`src/sv/tbp_pkg.sv`:
```
`default_nettype none

package tbp_pkg;

  // default table geometry
  localparam int GLOBAL_HIST_LEN_DEF = 12;
  localparam int LOCAL_HIST_LEN_DEF  = 10;
  localparam int PC_SELECT_BITS_DEF  = 10;

  // lowest branch address bit used to pick a local history
  localparam int PC_LSB = 2;

  // request codes
  localparam logic OP_PREDICT = 1'b0;
  localparam logic OP_UPDATE  = 1'b1;

  // two-bit saturating counters
  localparam logic [1:0] CTR_MIN        = 2'd0;
  localparam logic [1:0] CTR_MAX        = 2'd3;
  localparam logic [1:0] LOCAL_CTR_RST  = 2'd1;
  localparam logic [1:0] GLOBAL_CTR_RST = 2'd3;
  localparam logic [1:0] CHOICE_CTR_RST = 2'd3;

  typedef struct packed {
    logic        op;
    logic [31:0] pc;
    logic        cond_branch;
    logic        taken;
  } in_req_t;

  typedef struct packed {
    logic prediction;
    logic local_guess;
    logic global_guess;
    logic used_global;
  } out_rsp_t;

  // controller to datapath
  typedef struct packed {
    logic clear;
    logic capture;
    logic read_ctr;
    logic commit;
  } tbp_cmd_t;

  // datapath to controller
  typedef struct packed {
    logic clear_last;
    logic out_free;
  } tbp_sts_t;

  function automatic logic [1:0] ctr_train(input logic [1:0] c, input logic up);
    logic [1:0] r;
    r = c;
    if (up) begin
      if (c != CTR_MAX) r = c + 2'd1;
    end else begin
      if (c != CTR_MIN) r = c - 2'd1;
    end
    return r;
  endfunction

endpackage

`default_nettype wire

```
`src/sv/tbp_ctrl.sv`:
```
`default_nettype none

module tbp_ctrl (
  input  wire logic             clk_i,
  input  wire logic             rst_ni,
  input  wire logic             in_valid_i,
  output logic                  in_stall_o,
  input  wire tbp_pkg::tbp_sts_t sts_i,
  output tbp_pkg::tbp_cmd_t     cmd_o
);

  typedef enum logic [3:0] {
    S_CLEAR = 4'b0001,
    S_IDLE  = 4'b0010,
    S_HIST  = 4'b0100,
    S_CTR   = 4'b1000
  } state_e;

  state_e state_q, state_d;

  always_comb begin
    state_d = state_q;
    cmd_o   = '0;
    unique case (state_q)
      S_CLEAR: begin
        cmd_o.clear = 1'b1;
        if (sts_i.clear_last) state_d = S_IDLE;
      end
      S_IDLE: begin
        if (in_valid_i) begin
          cmd_o.capture = 1'b1;
          state_d       = S_HIST;
        end
      end
      S_HIST: begin
        cmd_o.read_ctr = 1'b1;
        state_d        = S_CTR;
      end
      S_CTR: begin
        if (sts_i.out_free) begin
          cmd_o.commit = 1'b1;
          state_d      = S_IDLE;
        end
      end
      default: state_d = S_CLEAR;
    endcase
  end

  assign in_stall_o = (state_q != S_IDLE);

  always_ff @(posedge clk_i or negedge rst_ni) begin
    if (!rst_ni) begin
      state_q <= S_CLEAR;
    end else begin
      state_q <= state_d;
    end
  end

endmodule

`default_nettype wire

```
`config.mk`:
```
export PLATFORM = sky130hd
export DESIGN_NAME = tbp_ctrl
export DESIGN_NICKNAME = d
export VERILOG_FILES = /design/src/sv/tbp_pkg.sv /design/src/sv/tbp_ctrl.sv
export SDC_FILE = /design/constraint.sdc
export NUM_CORES = 1
export LEC_CHECK = 0
export ABC_AREA = 1
export BUFFER_PORTS_ARGS = -buffer_cell sky130_fd_sc_hd__buf_2
export CORE_AREA = 2 2 39 41
export DETAILED_ROUTE_END_ITERATION = 12
export DIE_AREA = 0 0 41 43
export PLACE_DENSITY = 0.42
export REMOVE_ABC_BUFFERS = 1
export SKIP_LAST_GASP = 1
export SLEW_MARGIN = 30
export SYNTH_ARGS = -nofsm -noshare
export SYNTH_HDL_FRONTEND = slang
export SYNTH_SLANG_ARGS = --single-unit
```
`constraint.sdc`:
```
create_clock -name clk_i -period 1.2 [get_ports clk_i]
set_clock_uncertainty 0.2 [all_clocks]
set_input_delay 0.18 -clock clk_i [delete_from_list [all_inputs] [get_ports clk_i]]
set_output_delay 0.18 -clock clk_i [all_outputs]
set_load 0.01 [all_outputs]
```
==> metrics list <==
- In this run, flip-flops and latches consume 28.4% of the power.
- In this run the tool buffered the top-level ports with 9 buffer cells.
- Number of hold violations in the final report: 0
- Synthesis inferred 4 register bits.
- The HPWL after detailed placement is 429 microns.
* Number of cell instances on the worst register-to-register path: 5
- At the worst endpoint, the required time is 0.82 ns.
- In this run the cell area measured after placement is 334 sq um.
- After clock tree synthesis, the clock-pin slew on the worst setup and hold paths is 0.04 ns.
* DRT iter0 DRCs: 2
- The analysis attributes to cell leakage a power of 0.000222 uW.
- 0 antenna diodes ended up in the layout.
* Core region area: 1380 sq um
* Run status: finished with violations
- Internal power comes to 534 uW.
* Number of vias per cell: 3.97
- Share of synthesized area occupied by flip-flops and latches: 42.4%
- The slowest stage of the critical path is the dfstp_2 cell.
- The worst register-to-register path begins at state_q[0].
- Crit. End Element: output port
- Unrepaired setup endpoints after global routing: true
* Worst Setup Path Type: reg2out
- Of the cells placed in the final design, the portion with a size suffix greater than 1 is 61.1%.
- Number of cells in the design after placement: 64
- RR Endpoint: state_q[1]
- Total Neg Setup Slack: -1.41 ns
- Startpoint Class: register
- The routed design could run at a clock period as short as 1.48 ns.
* Portion of total power attributed to the clock network: 20.8%
- Worst-skew pair later-pin latency: 0.24 ns
* Combinational cell fraction of total power: 50.8%
- Maximum buffer depth of the clock tree: 2
- Cells traversed along the worst timing path: inv_2, nand3_2, nor2_1, buf_2
- Overflow after GRT: 0
- More flip-flops sit in one register than any other, and that register is state_q.
- Max-cap violations: 0
- The routed layout has 278 vias.
- Crit path largest cell delay: 0.56 ns
- In this run the power spent charging and discharging nets is 361 uW.
- Measured slew at the worst slew-check pin: 0.199 ns
- Number of nets in the layout: 60
- The final-report max-slew violation count was 0.
- Setup slack of the critical path after layout: -0.282 ns
- At the worst endpoint, the arrival time is 1.10 ns.
- In this run the number of H-tree levels came out at 1.
- Number of buffers added by the clock tree synthesis step: 3
* Fraction of power spent switching nets: 40.3%
- The register with the most flip-flops in the layout has 4 of them.
- Counting every instance in the synthesized netlist gives 35.
- Number of distinct library cells after synthesis: 13
- Total setup violations reported at the end of the flow: 7
- Antenna violations before repair: 0
- Most common library cell in the layout ignoring fill and taps: buf_2
- TritonCTS built the clock tree.
- The die is 41 microns wide.
* Post-layout instance count excluding filler cells: 70
* Synth-to-Final Area Change: 72.8%
* Vertical die dimension: 43 microns
- Average wire per cell in the routed design: 8.11 microns
- Peak fanout along the critical path: 4
- Achievable clock frequency: 0.675 GHz
- After detailed routing, the number of remaining DRC violations is 0.
- Number of search-and-repair iterations in the first detailed-routing pass: 4
* Via count of the first global-routing pass: 284
* Ports placed on the boundary: 10
* Starting Density: 17.3%
- Highest ir drop seen on vdd: 0.969 mV
- Total Routed Length: 568 microns
- Crit path from: state_q[0]
* Critical Path Sink: cmd_o[2]
- Entering global routing, the biggest net connects 6 pins.
* Classification of the worst-slack hold path: in2reg
- Global placer's final weighted congestion: 0.621
* Total of warnings raised by yosys: 0
- Flop-to-flop setup slack: -0.10 ns
- Commonest non-fill, non-tap cells in the layout: 9 x buf_2, 5 x nand2_1, 5 x buf_4, 4 x nor2_2, 4 x nor2_1
* Global-route wire length before repair: 1020 microns
- The cell sitting at the root of the clock tree is a clkbuf_4.
- After synthesis the cells add up to 239 sq um.
- After layout, the worst path uses 124% of the clock period.
- With fillers left out, the area of the finished cells amounts to 413 sq um.
- Standard-cell rows: 14
* Remaining number of nets flagged by the antenna check after routing: 0
- P per Cell Area: 2170 nW/um^2
* Clock sinks: 4
- Average size of a mapped cell: 6.83 sq um
- The largest registers in the layout are state_q x4.
- Failing checks: setup timing
- The worst pin sits at a relative slew slack of 86.7%.
- In the global route stage, overall resource usage came out at 8.97%.
- The die covers 1760 sq um.
- Number of inserted filler cells in the final layout: 158
synth_stat cells:
cell type	number	area share (%)
clkinv_1	1	1.6
nor2_2	3	7.9
dfstp_2	1	11
nand3_1	4	8.4
nand4_1	1	2.6
inv_2	1	1.6
o21ai_1	1	2.1
nand3b_1	1	3.1
nor3_1	1	2.1
nand2_1	7	11
nor2_1	6	9.4
dfrtp_1	3	31
inv_1	5	7.9
power by group through the flow:
stage | sequential, uW | combinational, uW | clock (uW)
5_1_grt | 259 | 508 | 215
6_report | 254 | 454 | 186
4_1_cts | 251 | 451 | 199
2_1_floorplan | 228 | 229 | 0
3_5_place_dp | 234 | 353 | 0
3_3_place_gp | 235 | 360 | 0
layout make-up:
class	instances	area [sq um]	area share, %
Clock buffer	4	26.3	6.36
Multi-Input combinational cell	24	145	35.2
Timing Repair Buffer	15	92.6	22.4
Sequential cell	4	103	24.8
Inverter	7	26.3	6.36
Tap cell	16	20.0	4.85
what timing repair did:
item                                    in CTS  in global routing
endpoints found under the setup margin       8                  8
hold buffers                                 1                  0
pin swaps                                    3                  3
hold endpoints to repair                     5                  0
buffers inserted                             3                  0
gates resized for setup                      6                  6
through the flow:
stage               power [uW]  hold slack, ns  worst slack [ns]  util (%)
detailed placement         588          -0.211           -0.0704      24.1
floorplan                  457          -0.316           -0.0964         -
finish                     894          0.0107            -0.282      29.8
global placement           594          -0.211           -0.0647      24.1
global route               982          0.0115            -0.361      29.8
CTS                        901        -0.00115            -0.295      29.6
how the worst min path moves through the flow:
stage               start          to  slack, ns  cells after the start
3_5_place_dp       rst_ni  state_q[1]      -0.21                      1
5_1_grt        in_valid_i  state_q[2]       0.01                      3
4_1_cts          sts_i[1]  state_q[0]     -0.001                      3
2_1_floorplan      rst_ni  state_q[1]      -0.32                      0
6_report       in_valid_i  state_q[2]       0.01                      3
3_3_place_gp       rst_ni  state_q[1]      -0.21                      1
layer usage:
metal	routed length, microns	global-route usage, %	vias up
met5	0	0	-
met4	0	8.00	0
met3	27	3.14	0
met2	316	14.4	5
met1	224	8.14	129
li1	-	-	144
critical path: cells and delay by family, from the launching register on:
family | cells | cell delay [ns]
flops | 1 | 0.56
buf+inv | 2 | 0.19
simple gates | 2 | 0.12
kinds of logic after synthesis:
| group | count (synthesis) | synth area share, % |
|---|---|---|
| and+or+nand+nor | 23 | 44.5 |
| buffers and inverters | 7 | 11.0 |
| DFF | 4 | 42.4 |
| AOI/OAI and AO/OA | 1 | 2.09 |
No activity file was read; power rests on OpenSTA's default activity.
